<file path="config.mk">
export PLATFORM = sky130hd
export DESIGN_NAME = bfl_front
export DESIGN_NICKNAME = d
export VERILOG_FILES = /design/src/design/bfl_pkg.sv /design/src/design/bfl_front.sv
export SDC_FILE = /design/constraint.sdc
export NUM_CORES = 1
export LEC_CHECK = 0
export BUFFER_PORTS_ARGS = -buffer_cell sky130_fd_sc_hd__buf_2
export CAP_MARGIN = 40
export CELL_PAD_IN_SITES_DETAIL_PLACEMENT = 1
export CELL_PAD_IN_SITES_GLOBAL_PLACEMENT = 2
export CORE_ASPECT_RATIO = 1.75
export CORE_MARGIN = 1
export CORE_UTILIZATION = 10
export DETAILED_ROUTE_END_ITERATION = 10
export PLACE_DENSITY_LB_ADDON = 0.1
export REMOVE_ABC_BUFFERS = 1
export SETUP_SLACK_MARGIN = 0.1
export SLEW_MARGIN = 20
export SYNTH_ARGS = -nofsm -noshare
export SYNTH_HDL_FRONTEND = slang
export SYNTH_SLANG_ARGS = --single-unit
</file>
<file path="constraint.sdc">
create_clock -name vclk -period 2.2
set_input_delay 0.33 -clock vclk [all_inputs]
set_output_delay 0.33 -clock vclk [all_outputs]
set_load 0.005 [all_outputs]
</file>
<file path="src/design/bfl_pkg.sv">
`default_nettype none

package bfl_pkg;

  // Default values of the top-level parameters.
  localparam int GLYPH_ENTRIES_DEF = 256;
  localparam int POS_BITS_DEF      = 16;
  localparam int SCALE_FRAC_DEF    = 8;

  // Depth of the queue between the front and the back.
  localparam int QUEUE_DEPTH = 2;

  // Configuration port.
  localparam int APB_ADDR_W = 3;
  localparam logic REG_SCALE = 1'b0;
  localparam logic REG_COLOR = 1'b1;
  localparam logic [15:0] SCALE_RESET = 16'd256;
  localparam logic [31:0] COLOR_RESET = 32'hFFFF_FFFF;

  // Request types.
  localparam logic [1:0] REQ_GLYPH = 2'd0;
  localparam logic [1:0] REQ_START = 2'd1;
  localparam logic [1:0] REQ_CHAR  = 2'd2;

  // Control characters.
  localparam logic [7:0] CH_TAB     = 8'd9;
  localparam logic [7:0] CH_NEWLINE = 8'd10;

  // Tab stops every this many scaled maximum widths.
  localparam logic [2:0] TAB_STOPS = 3'd4;

  // Work classes that the front hands to the back.
  typedef enum logic [2:0] {
    KIND_GLYPH,
    KIND_START,
    KIND_NEWLINE,
    KIND_TAB,
    KIND_CHAR
  } kind_e;

  // One glyph table entry, 64 bits.
  typedef struct packed {
    logic [11:0]        src_x;
    logic [11:0]        src_y;
    logic [7:0]         width;
    logic [7:0]         height;
    logic signed [7:0]  off_x;
    logic signed [7:0]  off_y;
    logic [7:0]         advance;
  } glyph_t;

  // One queued work item.
  typedef struct packed {
    kind_e              kind;
    logic [7:0]         code;
    glyph_t             glyph;
    logic signed [15:0] start_x;
    logic signed [15:0] start_y;
  } item_t;

  // One blit beat.
  typedef struct packed {
    logic [11:0]        src_left;
    logic [11:0]        src_top;
    logic [12:0]        src_right;
    logic [12:0]        src_bottom;
    logic signed [15:0] dest_x;
    logic signed [15:0] dest_y;
    logic [31:0]        color;
  } blit_t;

endpackage

`default_nettype wire

</file>
<file path="src/design/bfl_front.sv">
`default_nettype none

module bfl_front import bfl_pkg::*; #(
  parameter int GLYPH_ENTRIES = GLYPH_ENTRIES_DEF
) (
  input  wire logic              start_i,
  input  wire logic              full_i,
  input  wire logic [1:0]        req_type_i,
  input  wire logic [7:0]        char_code_i,
  input  wire logic [11:0]       glyph_src_x_i,
  input  wire logic [11:0]       glyph_src_y_i,
  input  wire logic [7:0]        glyph_width_i,
  input  wire logic [7:0]        glyph_height_i,
  input  wire logic signed [7:0] glyph_off_x_i,
  input  wire logic signed [7:0] glyph_off_y_i,
  input  wire logic [7:0]        glyph_advance_i,
  input  wire logic signed [15:0] start_x_i,
  input  wire logic signed [15:0] start_y_i,
  output logic                   busy_o,
  output logic                   push_o,
  output item_t                  item_o
);

  logic  keep;
  kind_e kind;

  // Sort each request into a work class; writes out of range and unused
  // request types are taken and dropped here.
  always_comb begin
    keep = 1'b1;
    kind = KIND_CHAR;
    case (req_type_i)
      REQ_GLYPH: begin
        kind = KIND_GLYPH;
        keep = (9'(char_code_i) < 9'(GLYPH_ENTRIES));
      end
      REQ_START: begin
        kind = KIND_START;
      end
      REQ_CHAR: begin
        if (char_code_i == CH_NEWLINE) begin
          kind = KIND_NEWLINE;
        end else if (char_code_i == CH_TAB) begin
          kind = KIND_TAB;
        end else begin
          kind = KIND_CHAR;
        end
      end
      default: begin
        keep = 1'b0;
      end
    endcase
  end

  assign busy_o = full_i;
  assign push_o = start_i && !full_i && keep;

  always_comb begin
    item_o                = '0;
    item_o.kind           = kind;
    item_o.code           = char_code_i;
    item_o.glyph.src_x    = glyph_src_x_i;
    item_o.glyph.src_y    = glyph_src_y_i;
    item_o.glyph.width    = glyph_width_i;
    item_o.glyph.height   = glyph_height_i;
    item_o.glyph.off_x    = glyph_off_x_i;
    item_o.glyph.off_y    = glyph_off_y_i;
    item_o.glyph.advance  = glyph_advance_i;
    item_o.start_x        = start_x_i;
    item_o.start_y        = start_y_i;
  end

endmodule

`default_nettype wire

</file>
Word-level counts from Yosys, hierarchy flattened
Cells that the tools add are included.
{ "classes": {"eq_ne": 4, "n_mux": 4, "n_reduce_logical": 5} }
{ "ops": {"columns": ["cell", "n"], "rows": [
  ["8-bit by 4-bit equality test with 1-bit output (second input constant)", 2],
  ["3-bit one-hot mux with 3 select lines", 1],
  ["3-bit 2-to-1 mux", 2],
  ["3-bit OR reduction", 1],
  ["2-bit by 1-bit equality test with 1-bit output (second input constant)", 1],
  ["2-bit equality test (second input constant)", 1],
  ["1-bit logical AND", 2],
  ["2-bit logical NOT", 1],
  ["1-bit logical NOT", 1],
  ["1-bit 2-to-1 mux", 1]
]} }
{ "totals": {"register_bits": 0, "inputBits": 108, "output_inout_bits": 109} }

Logic depth before layout (Yosys ltp)
Gate-level depths: netlist (run 1).
{ "depth": {"depth_word": 4, "ltp_mapped": 2} }

Worst setup path after synthesis (run 1)
Ideal clock, no wire load.
{ "synth_timing": {"path_kind": "input to output", "startpoint": "in char_code_i[5]", "endpoint": "out item_o[106] (netlist name)", "arrival_time_ns": 1.184, "required_ns": 1.870, "path_slack_ns": 0.686, "cell_stages": 2, "n_path_buf": 0, "cell_sequence": "or4_4 -> o31a_1"} }
{ "synth_lines": {"columns": ["item", "line_no", "text"], "rows": [
  ["from (decl)", "bfl_front.sv:9", "input wire logic [7:0] char_code_i,"],
  ["to (decl)", "bfl_front.sv:21", "output item_t item_o"]
]} }

==> impl_metrics.toml, run 1 <==
[status]
outcome = "complete, no violations"

[hold_path]
hold_path.class = "input port to primary output"

[die]
core_mm2 = 0.008423
placementRows = 44
dieArea_mm2 = 0.009190
start_util_pct = 10.44
die_y_um = 126.1
dieWidth_um = 72.90
ios = 217

[layout]
layout_commonest_cell = "buf_2"
mostFrequentLayoutCells = "buf_2, inv_1"
nFlopsAndLatches = 0
fin_nets = 145
diodes = 0
postLayoutCoreUtil_pct = 4.278
drive_gt1_share_pct = 82.86
register_area_um2 = 0
clockBufferCount = 0
layout-area-overhead-vs-synth_pct = -59.03
fillers = 1019
multi_input_area_um2 = 83.83

[sta]
worst_pin_slew_ns = 0.2822
grt_setup_unrepaired = "false"
slew_violations = 0
period_needed_ns = 1.760
relSlewSlack_pct = 81.05
setup_viol = 0
finalHoldViolCount = 0
finalSetupTns_ns = 0
fmax_mhz = 568.2
finalCritPeriodShare_pct = 80.00

[worst_setup_path]
critPathKind = "input port to primary output"
crit_required_ns = 1.87
worstPathArrival_ns = 1.43
start_kind = "input port"
crit_fanout = 3
critical_path.endpoint_type = "primary output"

[global_routing]
grt_util_all_layers_pct = 25.40
gr-total-overflow = 0
grt_pass1_vias = 373
grt_pass1_wl_mm = 12.66
grt_max_degree = 6
antenna_found_initial = 0

[synth]
synth_area_um2 = 879.6
ys_types = 10
synthCells = 115
seq_area_frac_synth_pct = 0
yosysWarnings = 0
syn_avg_cell_area_um2 = 7.649

[clock_tree]
post-cts-setup-buffer-count = 0
cts_hold_buffers = 0
ctsResizeCount = 0

[detailed_routing]
drcViolationCount = 0
dr_total_vias = 465
post_drt_via_cell_ratio = 3.100
drtAntennaViolNets = 0
routedWlPerCell_um = 79.79
routed_wl_mm = 11.97
drtIter0Drc = 17
dr.pass1.iters = 3

[place]
io_buffer_count = 25
gp_congestion = 0.9637

[power_and_ir_drop]
ir_worst_vdd_v = 0.00002364
powerDensity_mw_per_mm2 = 113.8
p_leak_nw = 0.1275

[job]
maxCapViolations = 0
-- Yosys cell counts (all sizes together) --
cell	instances	area (um^2)
a211oi	1	7.510
buf	105	788.3
inv	2	7.510
nand3b	1	7.510
nor4b	1	15.01
o31a	1	8.760
o32ai	1	16.27
or3b	1	8.760
or4	1	11.26
xnor2	1	8.760
-- through the flow --
step	setup WS (ns)	instances	hold slack [ns]	instance area, um^2	power, mW
6_report	0.4400	150	0.6602	360.3	0.04101
3_5_place_dp	0.4321	150	0.6603	360.3	0.04213
5_1_grt	0.4114	150	0.6601	360.3	0.04545
2_1_floorplan	0.6860	10	0.6600	91.34	0.01006
3_3_place_gp	0.4335	150	0.6603	360.3	0.04233
4_1_cts	0.4284	150	0.6603	360.3	0.04233
-- layer usage --
metal  wire (um)  up-vias  GRT usage [%]
met2        7376      188          55.58
li1            -       92              -
met5           0        -          1.170
met1         415      159          1.981
met4        1038        0          17.19
met3        3137       26          29.28
-- report_power, final --
part / internal, mW / switching, mW
registers: 0 / 0
clock network: 0 / 0
logic: 0.0207 / 0.0203
total: 0.0207 / 0.0203
-- worst paths after layout --
check	end	slack [ns]	start	cells after the start
setup / recovery	item_o[105]	0.44	char_code_i[5]	4
hold / removal	item_o[58]	0.66	glyph_height_i[2]	0
-- worst max-delay path, cell delays in order --
cell and delay (ns):
buf_2 0.10, or4_4 0.56, nor4b_2 0.28, buf_2 0.15
-- kinds of logic (layout without fill, tap and decap cells) --
kind of cell	after synthesis	in the layout	synth area share, %
simple gates	4	4	4.836
xor+xnor	1	1	0.9959
compound gates	3	3	3.699
buf+inv	107	27	90.47
-- area by class of cell --
type / instances / share of cell area (%)
Inverter: 2 / 2.083
Multi-Input combinational cell: 8 / 23.26
Tap cell: 115 / 39.93
Timing Repair Buffer: 25 / 34.72
Power figures use the tool's default switching activity.
==> run 2: changes to the inputs <==
==> constraint.sdc (replaced) <==
create_clock -name vclk -period 1.7
set_input_delay 0.255 -clock vclk [all_inputs]
set_output_delay 0.255 -clock vclk [all_outputs]
set_load 0.005 [all_outputs]
==> run 2 against run 1 <==
  * Critical path type unchanged
  * Power rose by 31%
  * First-iteration DRC count up 24%
  * Combinational power grew 31%
  * Sequential cell count stayed put
  * Worst setup slack got worse by 0.33 ns
  * Largest cell class unchanged
  * Hold slack got worse by 0.15 ns
  * Die area unchanged
  * Clock-buffer cell count unchanged
==> impl_metrics.toml, run 2 (same netlist as run 1, synthesis figures left out) <==
[worst_setup_path]
crit_fanout = 3
cp.buffers_inverters = 2
critical-path-top-delay-family = "simple AND/OR/NAND/NOR gates"
crit_top_cell = "buf_2"
cp_slowest_cell = "or4_4"
worstPathArrival_ns = 1.33
critPathKind = "input port to primary output"
critical_path.endpoint_type = "primary output"
path_cells = "buf_2 -> or4_4 -> o31a_1 -> buf_2"
start_kind = "input port"
critPathMaxStageDelay_ns = 0.56
crit_required_ns = 1.44

[global_routing]
antenna_found_initial = 0
grt_pass1_vias = 377
grt_pass1_wl_mm = 12.65
grt_max_degree = 6
gr-total-overflow = 0
grt_util_all_layers_pct = 25.37

[sta]
layout_setup_ws_ns = 0.1105
finalHoldViolCount = 0
finalSetupTns_ns = 0
finalCritPeriodShare_pct = 93.50
worst_pin_slew_ns = 0.2802
relSlewSlack_pct = 81.19
grt_setup_unrepaired = "true"
holdWs_ns = 0.5102
fmax_mhz = 629.1
period_needed_ns = 1.589
setup_viol = 0
slew_violations = 0

[hold_path]
hold_path.class = "input port to primary output"
worstHoldStart = "glyph_height_i[3]"
hold_depth = 0
hold_path_end = "item_o[59]"

[power_and_ir_drop]
p_leak_nw = 0.1286
powerDensity_mw_per_mm2 = 148.5
ir_worst_vdd_v = 0.00003003

[status]
outcome = "complete, no violations"

[layout]
nFlopsAndLatches = 0
stdcell_area_um2 = 362.8
register_area_um2 = 0
clockBufferCount = 0
multi_input_area_um2 = 86.33
drive_gt1_share_pct = 82.86
layout-area-overhead-vs-synth_pct = -58.75
fin_nets = 145
diodes = 0
layout_commonest_cell = "buf_2"
fillers = 1016
mostFrequentLayoutCells = "buf_2, inv_1"

[detailed_routing]
drtAntennaViolNets = 0
dr.pass1.iters = 2
drcViolationCount = 0
routed_wl_mm = 11.98
drtIter0Drc = 21
post_drt_via_cell_ratio = 3.140
dr_total_vias = 471
routedWlPerCell_um = 79.85

[place]
dpl_worst_slack_ns = 0.08725
io_buffer_count = 25
dpl_cell_area_um2 = 360.3
gp_congestion = 0.9637

[die]
core_mm2 = 0.008423
dieArea_mm2 = 0.009190
dieWidth_um = 72.90
start_util_pct = 10.44
die_y_um = 126.1
ios = 217
placementRows = 44

[job]
maxCapViolations = 0

[clock_tree]
post-cts-setup-buffer-count = 0
## run 2: changes by cell type in the layout (fill, tap and decap cells not counted)
cell | previous run | this run
or3b_2 | 1 | 0
or3b_4 | 0 | 1
## run 2: per-stage QoR
stage	power, mW	std cells	util, %
3_3_place_gp	0.05478	150	4.278
2_1_floorplan	0.01302	10	-
6_report	0.05387	150	4.308
5_1_grt	0.05937	150	4.308
4_1_cts	0.05563	150	4.308
3_5_place_dp	0.05451	150	4.278
## run 2: repair_timing
item	4_1_cts	5_1_grt
hold buffers	0	0
endpoints found under the setup margin	2	2
endpoints found under the hold margin	0	0
resized for setup	1	0
pin swaps	3	1
## run 2: per-layer routing
| metal | up-vias | GRT usage, % | wire length [um] |
|---|---|---|---|
| met2 | 186 | 55.42 | 7364 |
| met1 | 165 | 2.077 | 440 |
| met5 | - | 1.170 | 0 |
| met4 | 0 | 17.19 | 1039 |
| li1 | 92 | - | - |
| met3 | 28 | 29.20 | 3134 |
## run 2: how the worst max path moves through the flow
stage	startpoint	to	slack (ns)	cells after the start
5_1_grt	char_code_i[7]	item_o[106]	0.08	4
4_1_cts	char_code_i[7]	item_o[104]	0.11	4
3_5_place_dp	char_code_i[5]	item_o[105]	0.09	4
2_1_floorplan	char_code_i[5]	item_o[106]	0.34	2
3_3_place_gp	char_code_i[5]	item_o[105]	0.08	4
6_report	char_code_i[7]	item_o[106]	0.11	4
## run 2: area by class of cell
cell class                      count  area share, %
Tap cell                          115          39.66
Timing Repair Buffer               25          34.48
Multi-Input combinational cell      8          23.79
Inverter                            2          2.069
## run 2: power breakdown
group | switching [mW] | total (mW) | internal [mW]
logic | 0.0264 | 0.0539 | 0.0275
registers | 0 | 0 | 0
clock network | 0 | 0 | 0
