$ cat config.mk
export PLATFORM = sky130hd
export DESIGN_NAME = bfl_fifo
export DESIGN_NICKNAME = d
export VERILOG_FILES = /design/src/design/bfl_pkg.sv /design/src/design/bfl_fifo.sv
export SDC_FILE = /design/constraint.sdc
export NUM_CORES = 1
export LEC_CHECK = 0
export BUFFER_PORTS_ARGS = -buffer_cell sky130_fd_sc_hd__buf_2
export CAP_MARGIN = 20
export CORE_MARGIN = 2
export CORE_UTILIZATION = 47
export CTS_CLUSTER_SIZE = 30
export DETAILED_ROUTE_END_ITERATION = 8
export GPL_TIMING_DRIVEN = 0
export PLACE_DENSITY = 0.88
export SLEW_MARGIN = 10
export SYNTH_ARGS = -nofsm -noshare
export SYNTH_HDL_FRONTEND = slang
export SYNTH_SLANG_ARGS = --single-unit
export TNS_END_PERCENT = 1
$ cat constraint.sdc
create_clock -name clk_i -period 5.2 [get_ports clk_i]
set_input_delay 1.04 -clock clk_i [delete_from_list [all_inputs] [get_ports clk_i]]
set_output_delay 1.04 -clock clk_i [all_outputs]
set_load 0.02 [all_outputs]
$ cat src/design/bfl_pkg.sv
`default_nettype none

package bfl_pkg;

  // Default values of the top-level parameters.
  localparam int GLYPH_ENTRIES_DEF = 256;
  localparam int POS_BITS_DEF      = 16;
  localparam int SCALE_FRAC_DEF    = 8;

  // Depth of the queue between the front and the back.
  localparam int QUEUE_DEPTH = 2;

  // Configuration port.
  localparam int APB_ADDR_W = 3;
  localparam logic REG_SCALE = 1'b0;
  localparam logic REG_COLOR = 1'b1;
  localparam logic [15:0] SCALE_RESET = 16'd256;
  localparam logic [31:0] COLOR_RESET = 32'hFFFF_FFFF;

  // Request types.
  localparam logic [1:0] REQ_GLYPH = 2'd0;
  localparam logic [1:0] REQ_START = 2'd1;
  localparam logic [1:0] REQ_CHAR  = 2'd2;

  // Control characters.
  localparam logic [7:0] CH_TAB     = 8'd9;
  localparam logic [7:0] CH_NEWLINE = 8'd10;

  // Tab stops every this many scaled maximum widths.
  localparam logic [2:0] TAB_STOPS = 3'd4;

  // Work classes that the front hands to the back.
  typedef enum logic [2:0] {
    KIND_GLYPH,
    KIND_START,
    KIND_NEWLINE,
    KIND_TAB,
    KIND_CHAR
  } kind_e;

  // One glyph table entry, 64 bits.
  typedef struct packed {
    logic [11:0]        src_x;
    logic [11:0]        src_y;
    logic [7:0]         width;
    logic [7:0]         height;
    logic signed [7:0]  off_x;
    logic signed [7:0]  off_y;
    logic [7:0]         advance;
  } glyph_t;

  // One queued work item.
  typedef struct packed {
    kind_e              kind;
    logic [7:0]         code;
    glyph_t             glyph;
    logic signed [15:0] start_x;
    logic signed [15:0] start_y;
  } item_t;

  // One blit beat.
  typedef struct packed {
    logic [11:0]        src_left;
    logic [11:0]        src_top;
    logic [12:0]        src_right;
    logic [12:0]        src_bottom;
    logic signed [15:0] dest_x;
    logic signed [15:0] dest_y;
    logic [31:0]        color;
  } blit_t;

endpackage

`default_nettype wire

$ cat src/design/bfl_fifo.sv
`default_nettype none

module bfl_fifo import bfl_pkg::*; (
  input  wire logic  clk_i,
  input  wire logic  rst_ni,
  input  wire logic  push_i,
  input  wire item_t item_i,
  input  wire logic  pop_i,
  output item_t      item_o,
  output logic       empty_o,
  output logic       full_o
);

  localparam int PTR_W = (QUEUE_DEPTH > 1) ? $clog2(QUEUE_DEPTH) : 1;
  localparam int CNT_W = $clog2(QUEUE_DEPTH + 1);

  item_t            mem_q [QUEUE_DEPTH];
  logic [PTR_W-1:0] wr_ptr_q, wr_ptr_d;
  logic [PTR_W-1:0] rd_ptr_q, rd_ptr_d;
  logic [CNT_W-1:0] cnt_q, cnt_d;

  // Pointer wrap and fill count.
  always_comb begin
    wr_ptr_d = wr_ptr_q;
    rd_ptr_d = rd_ptr_q;
    cnt_d    = cnt_q;
    if (push_i) begin
      wr_ptr_d = (wr_ptr_q == PTR_W'(QUEUE_DEPTH - 1)) ? '0 : wr_ptr_q + 1'b1;
    end
    if (pop_i) begin
      rd_ptr_d = (rd_ptr_q == PTR_W'(QUEUE_DEPTH - 1)) ? '0 : rd_ptr_q + 1'b1;
    end
    case ({push_i, pop_i})
      2'b10:   cnt_d = cnt_q + 1'b1;
      2'b01:   cnt_d = cnt_q - 1'b1;
      default: cnt_d = cnt_q;
    endcase
  end

  always_ff @(posedge clk_i or negedge rst_ni) begin
    if (!rst_ni) begin
      wr_ptr_q <= '0;
      rd_ptr_q <= '0;
      cnt_q    <= '0;
    end else begin
      wr_ptr_q <= wr_ptr_d;
      rd_ptr_q <= rd_ptr_d;
      cnt_q    <= cnt_d;
    end
  end

  // Entry storage carries no reset.
  always_ff @(posedge clk_i) begin
    if (push_i) begin
      mem_q[wr_ptr_q] <= item_i;
    end
  end

  assign item_o  = mem_q[rd_ptr_q];
  assign empty_o = (cnt_q == '0);
  assign full_o  = (cnt_q == CNT_W'(QUEUE_DEPTH));

endmodule

`default_nettype wire

# Word-level counts from Yosys, hierarchy flattened
# Memory sizes are Yosys's and may differ from the RTL's.
# Cells that the tools add are included.
# W data, S select, Z words.
[totals]
register_bits = 4
mem_bits_rw = 214
inputBits = 111
output_inout_bits = 109
elab_cells = 18
mem_count = 1
[mem_list]
columns = ["name", "depth", "width", "read_ports", "rd_ports_with_merged_regs", "write_ports", "line_no", "rtl"]
rows = [
  ["mem_q", 2, 107, 1, 0, 1, "bfl_fifo.sv:17", "item_t mem_q [QUEUE_DEPTH];"],
]
[classes]
addsub = 4
eq_ne = 3
mux = 5
reduce_logical = 2
[ops]
columns = ["operator", "n"]
rows = [
  ["$eq A2 B2 Y1 const B", 2],
  ["$mux W1", 4],
  ["$pmux W2 S2", 1],
  ["$add A1 B1 Y1 const B", 2],
  ["$add A2 B1 Y2 const B", 1],
  ["$eq A2 B1 Y1 const B", 1],
  ["$logic_not A2 Y1", 1],
  ["$reduce_bool A2 Y1", 1],
  ["$sub A2 B1 Y2 const B", 1],
]

# Longest topological paths before layout
# Gate-level depths: netlist of run 1.
[depth]
depth_word = 2
ltp_mapped = 5
mapped_depth_nobuf = 5

# Least setup slack after synthesis of run 1
# Ideal clock, no wire load.
[synth_path]
path_type = "input to register"
from = "input push_i"
to = "memory mem_q[0][0] (netlist name) (enable)"
setup_ns = 0.577
arrival_ns = 5.581
required_time_ns = 4.623
setup_slack_ns = -0.958
path_stages = 2
path_cell_list = "inv_1 nor2_1"
[synth_via]
elab_chain_cells = 2
[synth_rtl]
columns = ["element", "line_no", "rtl"]
rows = [
  ["start: declaration", "bfl_fifo.sv:6", "input wire logic push_i,"],
  ["$mux W1", "bfl_fifo.sv:54", "if (push_i) begin"],
  ["$mux W1 (implied by the code)", "bfl_fifo.sv:55", "mem_q[wr_ptr_q] <= item_i;"],
  ["end: declaration", "bfl_fifo.sv:17", ""],
]
# Every way passes these cells.

==> key figures, run 1 <==
STA
  • Rel. slew slack: 0.494
  • Final setup vio count: 0
  • Max frequency: 344 MHz
  • Final Hold Vio Count: 0
  • Hold_ws: around 0.34 ns
  • Tmin final: 2.90 ns
  • Max Clock Skew: around 0.0075 ns
  • Worst-Margin Slew: 0.759 ns
  • Max-slew violation count: 0
  • RSZ-0062 raised after global routing: false
  • Period utilization: 0.558

Synthesis
  • Yosys warns: 0
  • Seq/Total Area, Yosys: 0.818
  • Post-synthesis xor/xnor area fraction: 0.00549
  • Compound-Gate Fraction of Synth Area: 0
  • Synth Area in Simple Gates: 0.00298
  • Synth Area per Inst: approximately 23 sq um
  • Mux cell area share after synthesis: 0.160
  • Netlist cell types: 13
  • Seq cells post-synth: between 200 and 250
  • Post-Synth Adder-Cell Area: 0.00157
  • Syn_nets: 461
  • Main combinational cell family by area after synthesis: multiplexers
  • Syn Inst Count: between 300 and 400
  • Cell area after synthesis: 0.00798 sq mm

Clocking
  • CTS tree: built
  • Setup Buffers After CTS: 0
  • Worst-skew pair later-pin latency: 0.49 ns
  • Worst-path clk slew: 0.06 ns
  • Sink Count: 218
  • Cts repair resizes: 0
  • CTS buffer count: 22
  • CTS Buffer Depth: 3
  • CTS Root Cell: clkbuf_16
  • Htree depth: 1
  • Hold buffers post-CTS: 0

Layout
  • Final core occ: 0.613
  • Share of layout cells above drive strength 1: 0.611
  • Commonest non-fill, non-tap cell in the layout: buf_2
  • Fin area: 0.0102 sq mm
  • Most frequent cells in the layout: 227 x buf_2, 214 x edfxtp_1, 87 x mux2_2
  • Fin nets: 709
  • # diodes: 0
  • Filler instances: approximately 1200
  • Synth-to-Final Area Change: 27.5%

Setup path
  • Critical path's largest stage delay: 0.36 ns
  • Worst reg2reg startpoint: wr_ptr_q$_DFFE_PN0P_
  • Crit. End Element: output pin
  • Worst path cell trace: buf_6 -> buf_6 -> buf_6 -> mux2_4 -> buf_2
  • Worst-path fanout max: 10
  • Crit Reg-Reg Endpoint: mem_q[0][35]$_DFFE_PP_
  • Crit. Startpoint: rd_ptr_q$_DFFE_PN0P_
  • Crit path max-delay cell type: dfrtp_1
  • R2r setup slk: about 3.4 ns
  • CP startpoint kind: flop
  • Setup Crit Path Kind: flop to output pin
  • Crit-path most repeated cell: buf_6
  • Required time worst endpoint: 4.16 ns
  • Crit path DAT: 1.86 ns
  • Reg2reg path depth: 3

Place
  • Placed instance area: 0.00949 sq mm
  • Hpwl dp: around 10000 um
  • Routability congestion estimate: around 0.76
  • Port bufs: between 200 and 250

Routing
  • Via density: roughly 5
  • Total wire length: around 15000 um
  • DRT iter0 DRCs: 181
  • Routed wire per std cell: 18.1 um
  • Routed via count: 4110
  • Antenna Violating Nets Remaining: 0
  • Detailed Routing Iterations Pass 1: 4
  • DRC: 0

Global route
  • Total congestion overflow: 0
  • Largest net degree at the start of global routing: 58
  • Global-route wire length before repair: between 20000 and 25000 um
  • Initial antenna violation count: 0
  • Vias in the first global route: 4522
  • All-Layer GR Usage: 0.161

Floorplanning
  • Die Span X: around 130 um
  • Die area: 0.0180 sq mm
  • Standard-cell rows: 47
  • Die height: approximately 130 um
  • Initial core utilization: 0.481
  • Number of placed I/O pins: 220
  • Core box area: 0.0166 sq mm

Status
  • Outcome: finished, final reports clean

Hold path
  • Worst hold path type: input port to asynchronous set/reset pin

Pwr
  • Power per standard cell area: 574 mW/mm^2
  • Worst vdd ir: 0.438 mV
  • Leak pwr: 0.00392 uW

Run
  • Max-cap violations: 0
## where the power goes
part	leakage [uW]	internal, uW	switching [uW]
logic	0.00152	803	1130
clock network	0.000335	901	595
registers	0.00206	2330	85.8
total	0.00392	4030	1810
## kinds of logic (layout without fill, tap and decap cells)
kind of cell  Yosys count  after routing
mux                   107            107
xor+xnor                5              5
simple gates            5              5
fa+ha+maj               1              1
buf+inv                13            274
flops                 218            218
## worst max-delay path, delay by kind of cell (launching register included)
kind / cells / cell delay, ns
buffers and inverters: 4 / 0.69
DFF: 1 / 0.36
muxes: 1 / 0.32
## final cells by class
| cell class | instances | area [sq um] | share of cell area |
|---|---|---|---|
| sequential | 218 | 6530 | 0.642 |
| clock inverter | 8 | 86.3 | 0.00849 |
| tap | 220 | 275 | 0.0271 |
| buffer | 12 | 85.1 | 0.00837 |
| timing repair buffer | 224 | 1230 | 0.121 |
| inverter | 1 | 3.75 | 0.000369 |
| multi-input combinational | 118 | 1370 | 0.135 |
| clock buffer | 29 | 598 | 0.0588 |
## stage by stage
step                      instances  power, uW  TNS (ns)  setup WS, ns
after global routing            830       6090         0          2.23
final                           830       5840         0          2.30
after floorplan                 349       3770         0         0.909
after detailed placement        793       4410         0          2.55
after global placement          788       4320    -43.48        -0.412
after CTS                       830       5920         0          2.24
## how the worst max path moves through the flow
stage / end / depth (start not counted)
finish: item_o[72] / 5
floorplan: mem_q[0][0]$_DFFE_PP_ / 2
global route: item_o[72] / 5
detailed placement: mem_q[0][82]$_DFFE_PP_ / 5
CTS: item_o[69] / 5
global placement: mem_q[0][75]$_DFFE_PP_ / 3
## state kept, by name, summed over array words and instances, names as in the netlist
name	cells
mem_q	214
cnt_q	2
rd_ptr_q	1
wr_ptr_q	1
## synthesized netlist by cell type (all sizes together)
cell type | count | share of area
dfrtp | 4 | 0.013
nor2 | 3 | 0.0014
and2 | 1 | 0.00078
mux2 | 107 | 0.16
ha | 1 | 0.0016
edfxtp | 214 | 0.81
xnor2 | 2 | 0.0022
inv | 1 | 0.00047
buf | 12 | 0.011
nor2b | 1 | 0.00078
xor2 | 3 | 0.0033
## per-layer routing
metal,vias to the layer above,wire (um),track usage
li1,1888,-,-
met1,2008,5530,0.175
met2,176,7740,0.293
met3,38,1300,0.0514
met4,0,447,0.0596
met5,-,0,0
No activity file was read; power rests on OpenSTA's default activity.
==> run 2, diff against run 1 <==
clock period = 2.4 ns   (was 5.2 ns; I/O delays follow)
==> key figures, run 2 (synthesis results as in run 1) <==
Status
  • Outcome: finished, final reports clean

Setup path
  • Crit path DAT: roughly 1.8 ns
  • Worst-path fanout max: 10
  • CP startpoint kind: flop
  • Required time worst endpoint: 1.92 ns
  • Crit. End Element: output pin
  • Setup Crit Path Kind: flop to output pin

STA
  • Final WS setup: between 0.09 and 0.1 ns
  • Rel. slew slack: 0.402
  • RSZ-0062 raised after global routing: false
  • Hold_ws: ~0.18 ns
  • Max-slew violation count: 0
  • Max frequency: 433 MHz
  • Tmin final: 2.31 ns
  • Final setup vio count: 0
  • Max Clock Skew: 0.00916 ns
  • Worst-Margin Slew: 0.895 ns
  • Period utilization: 0.961
  • Final Hold Vio Count: 0

Layout
  • Largest Register: mem_q
  • Largest registers: mem_q (214), cnt_q (2)
  • Max FFs per register: 214
  • Filler instances: 1179
  • Most frequent cells in the layout: 226 x buf_2, 214 x edfxtp_1, 87 x mux2_2
  • Share of layout cells above drive strength 1: 0.612
  • Fin area: 0.0102 sq mm
  • Fin nets: 709
  • Synth-to-Final Area Change: 27.4%
  • Commonest non-fill, non-tap cell in the layout: buf_2

Floorplanning
  • Core box area: roughly 0.017 sq mm
  • Standard-cell rows: 47
  • Die height: 134 um
  • Die Span X: 134 um
  • Number of placed I/O pins: 220
  • Die area: between 0.015 and 0.02 sq mm
  • Initial core utilization: 0.481

Clocking
  • Sink Count: roughly 220
  • CTS Buffer Depth: 3
  • CTS Root Cell: clkbuf_16
  • Htree depth: 1
  • CTS buffer count: 22
  • CTS tree: built
  • Worst-skew pair later-pin latency: 0.48 ns
  • Worst-path clk slew: ~0.060 ns

Global route
  • Initial antenna violation count: 1
  • Largest net degree at the start of global routing: 56
  • Global-route wire length before repair: 22800 um
  • Vias in the first global route: roughly 4400
  • All-Layer GR Usage: 0.163
  • Total congestion overflow: 0

Routing
  • Total wire length: 15100 um
  • DRC: 0
  • DRT iter0 DRCs: roughly 180
  • Routed wire per std cell: 18.2 um
  • Detailed Routing Iterations Pass 1: 4
  • Via density: 4.95
  • Routed via count: between 4000 and 5000
  • Antenna Violating Nets Remaining: 0

Pwr
  • Worst vdd ir: ~0.95 mV
  • Leak pwr: slightly below 0.004 uW
  • Power per standard cell area: approximately 1200 mW/mm^2

Place
  • Placed instance area: 0.00946 sq mm
  • Pre-CTS setup slack: 0.121 ns
  • Hpwl dp: roughly 11000 um
  • Routability congestion estimate: between 0.6 and 0.7
  • Port bufs: between 200 and 250

Run
  • Max-cap violations: 0

Hold path
  • Worst hold path type: input port to flop
## run 2: changes by cell type in the layout (fill, tap and decap cells not counted)
cell / delta
buf_16: -2
clkbuf_1: -2
buf_12: +1
buf_2: -1
buf_6: -1
buf_8: +1
clkbuf_4: +1
clkinv_1: +1
diode_2: +1
dlygate4sd3_1: +1
inv_1: -1
inv_12: +1
## run 2: final cells by class
type	instances	area (sq um)	area share
Multi-Input combinational cell	118	1370	0.135
Sequential cell	218	6530	0.642
Antenna cell	1	2.50	0.000246
Tap cell	220	275	0.0271
Clock buffer	27	591	0.0581
Clock inverter	9	90.1	0.00886
Timing Repair Buffer	224	1200	0.118
Inverter	1	16.3	0.00160
Buffer	12	91.3	0.00899
## run 2: report_power, final
part | internal (uW) | total (uW) | switching, uW | leakage, uW
clock network | 1940 | 3190 | 1240 | 0.000334
logic | 1720 | 4170 | 2450 | 0.00152
registers | 5050 | 5240 | 191 | 0.00206
total | 8710 | 12600 | 3890 | 0.00391
## run 2: per-stage QoR
step	power, uW	util	instances	TNS (ns)
CTS	12800	0.612	829	0
finish	12600	0.613	830	0
global placement	9290	0.565	788	-168.71
floorplan	8130	-	349	-10.10
detailed placement	9510	0.571	792	0
global route	13100	0.613	830	0
## run 2: final timing paths
kind	to	slack (ns)	cells after the start	from
setup / recovery	item_o[81]	0.09	5	rd_ptr_q$_DFFE_PN0P_
hold / removal	mem_q[0][55]$_DFFE_PP_	0.18	1	item_i[55]
hold reg to reg	cnt_q[1]$_DFFE_PN0P_	0.49	1	cnt_q[1]$_DFFE_PN0P_
setup reg to reg	mem_q[0][100]$_DFFE_PP_	0.45	3	wr_ptr_q$_DFFE_PN0P_
min in group asynchronous	cnt_q[1]$_DFFE_PN0P_	0.35	2	rst_ni
max in group asynchronous	wr_ptr_q$_DFFE_PN0P_	1.93	2	rst_ni
## run 2: critical path, cell delays in order (launching register included)
cell     delay, ns
dfrtp_1       0.34
buf_6         0.15
buf_6         0.17
buf_6         0.19
mux2_4        0.32
buf_2         0.16
## run 2: per-layer routing
layer	vias to the layer above	GRT usage	wire length [um]
li1	1877	-	-
met1	2026	0.177	5490
met2	175	0.302	8100
met3	27	0.0495	1220
met4	0	0.0526	328
met5	-	0	0
## run 2: timing repair
action                                 CTS  global route
gates resized for setup                  0             2
endpoints found under the hold margin    4             0
hold buffers                             1             0
setup endpoints to repair                0             5
buffers inserted                         0             0
